## src/symmetric_pair_table_defines.svh

```systemverilog
// ---------------------------------------------------------------------------
// symmetric_pair_table_defines.svh
// Assertion macros used by the symmetric pair table datapath.
// ---------------------------------------------------------------------------
`ifndef SYMMETRIC_PAIR_TABLE_DEFINES_SVH
`define SYMMETRIC_PAIR_TABLE_DEFINES_SVH

// Same-cycle implication, sampled on clk, off while rst_n is low.
`define SPT_ASSERT_IMP(lbl, ante, cons, msg) \
  lbl: assert property (@(posedge clk) disable iff (!rst_n) (ante) |-> (cons)) else $error(msg);

// Next-cycle implication, sampled on clk, off while rst_n is low.
`define SPT_ASSERT_NXT(lbl, ante, cons, msg) \
  lbl: assert property (@(posedge clk) disable iff (!rst_n) (ante) |=> (cons)) else $error(msg);

`endif

```

## src/spt_pkg.sv

```systemverilog
// ---------------------------------------------------------------------------
// spt_pkg
// Constants, command/status bundles and helpers for the pair table.
// ---------------------------------------------------------------------------
package spt_pkg;

  localparam int unsigned MAX_NODES = 64;
  localparam int unsigned ELEM_BITS = 32;
  localparam int unsigned DEPTH     = MAX_NODES * (MAX_NODES + 1) / 2;
  localparam int unsigned IDX_W     = $clog2(MAX_NODES);
  localparam int unsigned SLOT_W    = $clog2(DEPTH);
  localparam int unsigned END_W     = SLOT_W + 1;
  localparam int unsigned CNT_W     = $clog2(SLOT_W + 1);
  localparam int unsigned CFG_W     = 12;
  localparam int unsigned OUT_W     = 32;

  localparam logic [CFG_W-1:0] SIZE_RESET = CFG_W'(64);
  localparam logic             REQ_INSERT = 1'b0;
  localparam logic             REQ_GET    = 1'b1;

  // Controller -> datapath
  typedef struct packed {
    logic load;        // capture the item
    logic calc_slot;   // packed triangular slot
    logic div_start;   // slot / bucket size
    logic calc_base;   // first slot of the bucket
    logic mem_rd;      // read entry and bucket flag
    logic calc_end;    // end of the bucket range
    logic ptr_first;   // load sweep pointer with the bucket base
    logic clr_init;    // post-reset clearing pass, one entry
    logic clr_bucket;  // new-bucket clearing, one entry
    logic set_alloc;   // mark the bucket allocated
    logic wr_slot;     // store the element
    logic respond;     // launch the result
  } spt_cmd_t;

  // Datapath -> controller
  typedef struct packed {
    logic div_done;
    logic init_last;
    logic sweep_last;
    logic req_get;
    logic alloc_hit;
  } spt_sts_t;

  // Clamp the configured bucket size into 1 .. DEPTH.
  function automatic logic [SLOT_W-1:0] eff_size(input logic [CFG_W-1:0] cfg);
    logic [SLOT_W-1:0] res;
    if (cfg == '0) begin
      res = SLOT_W'(1);
    end else if (32'(cfg) > DEPTH) begin
      res = SLOT_W'(DEPTH);
    end else begin
      res = SLOT_W'(cfg);
    end
    return res;
  endfunction

endpackage

```

## src/spt_ctrl.sv

```systemverilog
// ---------------------------------------------------------------------------
// spt_ctrl
// Sequencer: clearing pass, slot and bucket computation, lookup, update.
// ---------------------------------------------------------------------------
module spt_ctrl (
  input  logic              clk,
  input  logic              rst_n,
  input  logic              start,
  output logic              busy,
  output spt_pkg::spt_cmd_t cmd,
  input  spt_pkg::spt_sts_t sts
);
  import spt_pkg::*;

  typedef enum logic [3:0] {
    ST_CLEAR,
    ST_IDLE,
    ST_SLOT,
    ST_DSTART,
    ST_DWAIT,
    ST_BASE,
    ST_LOOK,
    ST_SWEEP,
    ST_WRITE
  } state_t;

  state_t state_r;
  state_t state_nxt;

  always_comb begin
    cmd       = '0;
    state_nxt = state_r;
    case (state_r)
      ST_CLEAR: begin
        cmd.clr_init = 1'b1;
        if (sts.init_last) state_nxt = ST_IDLE;
      end
      ST_IDLE: begin
        if (start) begin
          cmd.load  = 1'b1;
          state_nxt = ST_SLOT;
        end
      end
      ST_SLOT: begin
        cmd.calc_slot = 1'b1;
        state_nxt     = ST_DSTART;
      end
      ST_DSTART: begin
        cmd.div_start = 1'b1;
        state_nxt     = ST_DWAIT;
      end
      ST_DWAIT: begin
        if (sts.div_done) state_nxt = ST_BASE;
      end
      ST_BASE: begin
        cmd.calc_base = 1'b1;
        cmd.mem_rd    = 1'b1;
        state_nxt     = ST_LOOK;
      end
      ST_LOOK: begin
        cmd.calc_end  = 1'b1;
        cmd.ptr_first = 1'b1;
        if (sts.req_get) begin
          cmd.respond = 1'b1;
          state_nxt   = ST_IDLE;
        end else if (sts.alloc_hit) begin
          state_nxt = ST_WRITE;
        end else begin
          cmd.set_alloc = 1'b1;
          state_nxt     = ST_SWEEP;
        end
      end
      ST_SWEEP: begin
        cmd.clr_bucket = 1'b1;
        if (sts.sweep_last) state_nxt = ST_WRITE;
      end
      ST_WRITE: begin
        cmd.wr_slot = 1'b1;
        cmd.respond = 1'b1;
        state_nxt   = ST_IDLE;
      end
      default: begin
        state_nxt = ST_IDLE;
      end
    endcase
  end

  always_ff @(posedge clk) begin
    if (!rst_n) begin
      state_r <= ST_CLEAR;
    end else begin
      state_r <= state_nxt;
    end
  end

  assign busy = (state_r != ST_IDLE);

endmodule

```

## config.mk

```make
export PLATFORM = sky130hd
export DESIGN_NAME = spt_ctrl
export DESIGN_NICKNAME = d
export VERILOG_FILES = /design/src/symmetric_pair_table_defines.svh /design/src/spt_pkg.sv /design/src/spt_ctrl.sv
export SDC_FILE = /design/constraint.sdc
export NUM_CORES = 1
export LEC_CHECK = 0
export ABC_CLOCK_PERIOD_IN_PS = 2020
export BUFFER_PORTS_ARGS = -buffer_cell sky130_fd_sc_hd__buf_2
export CORE_AREA = 2 2 39 41
export DETAILED_ROUTE_END_ITERATION = 8
export DIE_AREA = 0 0 41 43
export GPL_ROUTABILITY_DRIVEN = 0
export PLACE_DENSITY = 0.61
export RECOVER_POWER = 50
export SYNTH_ARGS = -nofsm -noshare
export SYNTH_HDL_FRONTEND = slang
export SYNTH_SLANG_ARGS = --single-unit
```

## constraint.sdc

```tcl
create_clock -name clk -period 2.02 [get_ports clk]
set_input_delay 0.404 -clock clk [delete_from_list [all_inputs] [get_ports clk]]
set_output_delay 0.404 -clock clk [all_outputs]
set_load 0.05 [all_outputs]
```

==> flow_summary.json <==
{
  "vias": 436,
  "crit_type": "reg -> out",
  "peakVddDrop_mv": 0.317,
  "numCtsBuffers": 3,
  "first_iter_violations": 5,
  "areaGrowthSynthToFinish_pct": 27.1,
  "regMostFlops": "state_r",
  "whs_path_depth": 3,
  "cts_tree": "yes",
  "grt_first_pass_wirelength_um": 1540,
  "drive_gt1_share_pct": 43.1,
  "start_util_pct": 29.4,
  "synth.avg_cell_area_um2": 7.67,
  "drtPass1Iterations": 2,
  "drc": 0,
  "cpPeakStageDelay_ns": 0.49,
  "synth_cell_types": 25,
  "max_cap_viol_count": 0,
  "clk_pin_slew_ns": 0.04,
  "status": "complete, no violations",
  "num-fill-cells": 159,
  "syn_nets": 61,
  "cts_buffer_depth": 2,
  "powerDensity_nw_per_um2": 589,
  "die_x_um": 41,
  "cts-root-buf": "clkbuf_4",
  "worst_pin_slew_ns": 0.584,
  "syn-instance-count": 53,
  "io_pins": 21,
  "hold_end": "state_r[0]$_SDFFE_PN0P_",
  "grt_pass1_vias": 393,
  "critPathSlowestCell": "clkbuf_1",
  "relSlewSlack_pct": 61.2,
  "hp-class": "in -> reg",
  "grt_start_max_net_pins": 14,
  "io_buffers": 20,
  "grt_remaining_overflow": 0,
  "holdBufCountCts": 0,
  "largest_reg_flops": 4,
  "diodes": 0,
  "timing.rr.start": "state_r[1]$_SDFFE_PN0P_",
  "worst_slack_ns": 0.197,
  "ant_nets": 0,
  "synth_warnings": 0,
  "final_net_count": 82,
  "leakage_nw": 0.237,
  "reg2reg_to": "state_r[3]$_SDFFE_PN0P_",
  "fin_crit_ns": 1.82,
  "netlist_area_um2": 407,
  "grt_antenna_before_repair": 0,
  "setup_viol": 0,
  "holdCritStartpoint": "rst_n",
  "synth_seq_cells": 4,
  "dieArea_um2": 1760,
  "h-tree-depth": 1,
  "dpl_worst_slack_ns": 0.317,
  "path_cells": "nand2_2 -> nor3_2 -> clkbuf_1",
  "cts_sinks": 4,
  "rsz0062_at_grt": "false",
  "rows": 14,
  "slew_violations": 0,
  "core_area_um2": 1380,
  "fin_crit_sh_pct": 90.2,
  "cp-start-kind": "flop",
  "hold_viol": 0,
  "largestRegisters": "state_r (4)",
  "end_kind": "output port",
  "p_total_uw": 305,
  "worstPathRequired_ns": 1.62,
  "cp_max_fo": 4,
  "yosysSeqAreaShare_pct": 19.7,
  "wl_per_cell_um": 11.2,
  "skew_ns": 0.00307,
  "drt_wl_total_um": 985,
  "dieHeight_um": 43,
  "clock_latency_ns": 0.24,
  "viasPerCell": 4.95,
  "r2r_slack_ns": 0.58,
  "grt_use_total_pct": 13.3,
  "r2r.worst_path.cells": 5,
  "cp.arrival_ns": 1.42,
  "post-cts-setup-buffers": 0,
  "fmax_mhz": 549,
  "dp_hpwl_um": 784
}
-- cell type report --
type                       instances  area, um2  share of cell area (%)
timing repair buffer              22        109                    21.1
multi-input combinational         43        283                    54.7
tap                               16       20.0                    3.87
clock buffer                       3       22.5                    4.36
sequential                         4       82.6                    16.0
-- kinds of logic after synthesis --
family	Yosys count	share of synthesized area (%)
compound gates	8	14.5
buf+inv	6	12.3
flops	4	19.7
mux	3	7.38
simple gates	32	46.2
-- worst max path at each step --
stage,cells past startpoint,end,start,slack [ns]
floorplan,4,cmd[2],state_r[1]$_SDFFE_PN0P_,-0.40
global placement,3,cmd[11],state_r[0]$_SDFFE_PN0P_,0.31
detailed placement,3,cmd[11],state_r[0]$_SDFFE_PN0P_,0.32
CTS,3,cmd[11],state_r[0]$_SDFFE_PN0P_,0.06
global route,3,cmd[7],state_r[3]$_SDFFE_PN0P_,0.06
finish,3,cmd[5],state_r[2]$_SDFFE_PN0P_,0.20
-- cell usage after synthesis --
master / count / area (um2)
o31ai_2: 1 / 12.5
nor3b_1: 3 / 22.5
nand3b_1: 1 / 7.51
nand2_2: 2 / 12.5
nand2_1: 4 / 15.0
and3_1: 1 / 6.26
o31a_1: 1 / 8.76
o21a_1: 1 / 7.51
dfxtp_1: 4 / 80.1
buf_4: 3 / 22.5
nor4_2: 1 / 12.5
nor3_2: 1 / 10.0
nor2_1: 7 / 26.3
nor2b_1: 2 / 12.5
and3b_1: 1 / 8.76
o21ai_2: 1 / 8.76
nand2b_1: 3 / 18.8
mux2i_1: 3 / 30.0
nor3_1: 4 / 20.0
buf_6: 2 / 22.5
nor4b_1: 1 / 8.76
nor4_1: 1 / 6.26
buf_2: 1 / 5.00
a21oi_1: 3 / 15.0
a31oi_1: 1 / 6.26
-- timing repair --
item,4_1_cts,5_1_grt
endpoints found under the hold margin,0,0
endpoints found under the setup margin,0,5
resized for setup,0,2
-- critical path: cells and delay by family, from the launching register on --
family                 cells  cell delay (ns)
buffers and inverters      1             0.49
DFF                        1             0.42
and+or+nand+nor            2             0.26
-- report_power, final --
part	switching (mW)	internal [mW]	total (mW)
logic	0.0717	0.0333	0.105
clock network	0.0349	0.0666	0.101
registers	0.0131	0.0850	0.0981
total	0.120	0.185	0.305
-- routing by layer --
| layer | part of all wire [%] | GRT usage, % |
|---|---|---|
| met1 | 38 | 12.5 |
| met2 | 53 | 22.8 |
| met3 | 6.0 | 3.14 |
| met4 | 2.5 | 10.0 |
| met5 | 0 | 0 |
-- cells in the final DEF, fill, tap and decap left out, types with 3 or more instances in the layout --
| master | synthesis | final |
|---|---|---|
| nand2_1 | 4 | 4 |
| nand2b_1 | 3 | 3 |
| buf_2 | 1 | 16 |
| a21oi_1 | 3 | 3 |
| clkbuf_1 | 0 | 3 |
| mux2i_1 | 3 | 3 |
| nor3_1 | 4 | 4 |
| nor2_1 | 7 | 7 |
| clkbuf_4 | 0 | 3 |
-- metrics by stage --
step / TNS (ns) / instance area, um2 / instances / utilization [%] / hold slack [ns]
3_3_place_gp: 0 / 508 / 85 / 36.7 / 0.559
4_1_cts: 0 / 531 / 88 / 38.3 / 0.431
2_1_floorplan: -0.785 / 423 / 53 / - / 0.520
6_report: 0 / 517 / 88 / 37.3 / 0.422
5_1_grt: 0 / 517 / 88 / 37.3 / 0.425
3_5_place_dp: 0 / 508 / 85 / 36.7 / 0.568
Power figures use the tool's default switching activity.
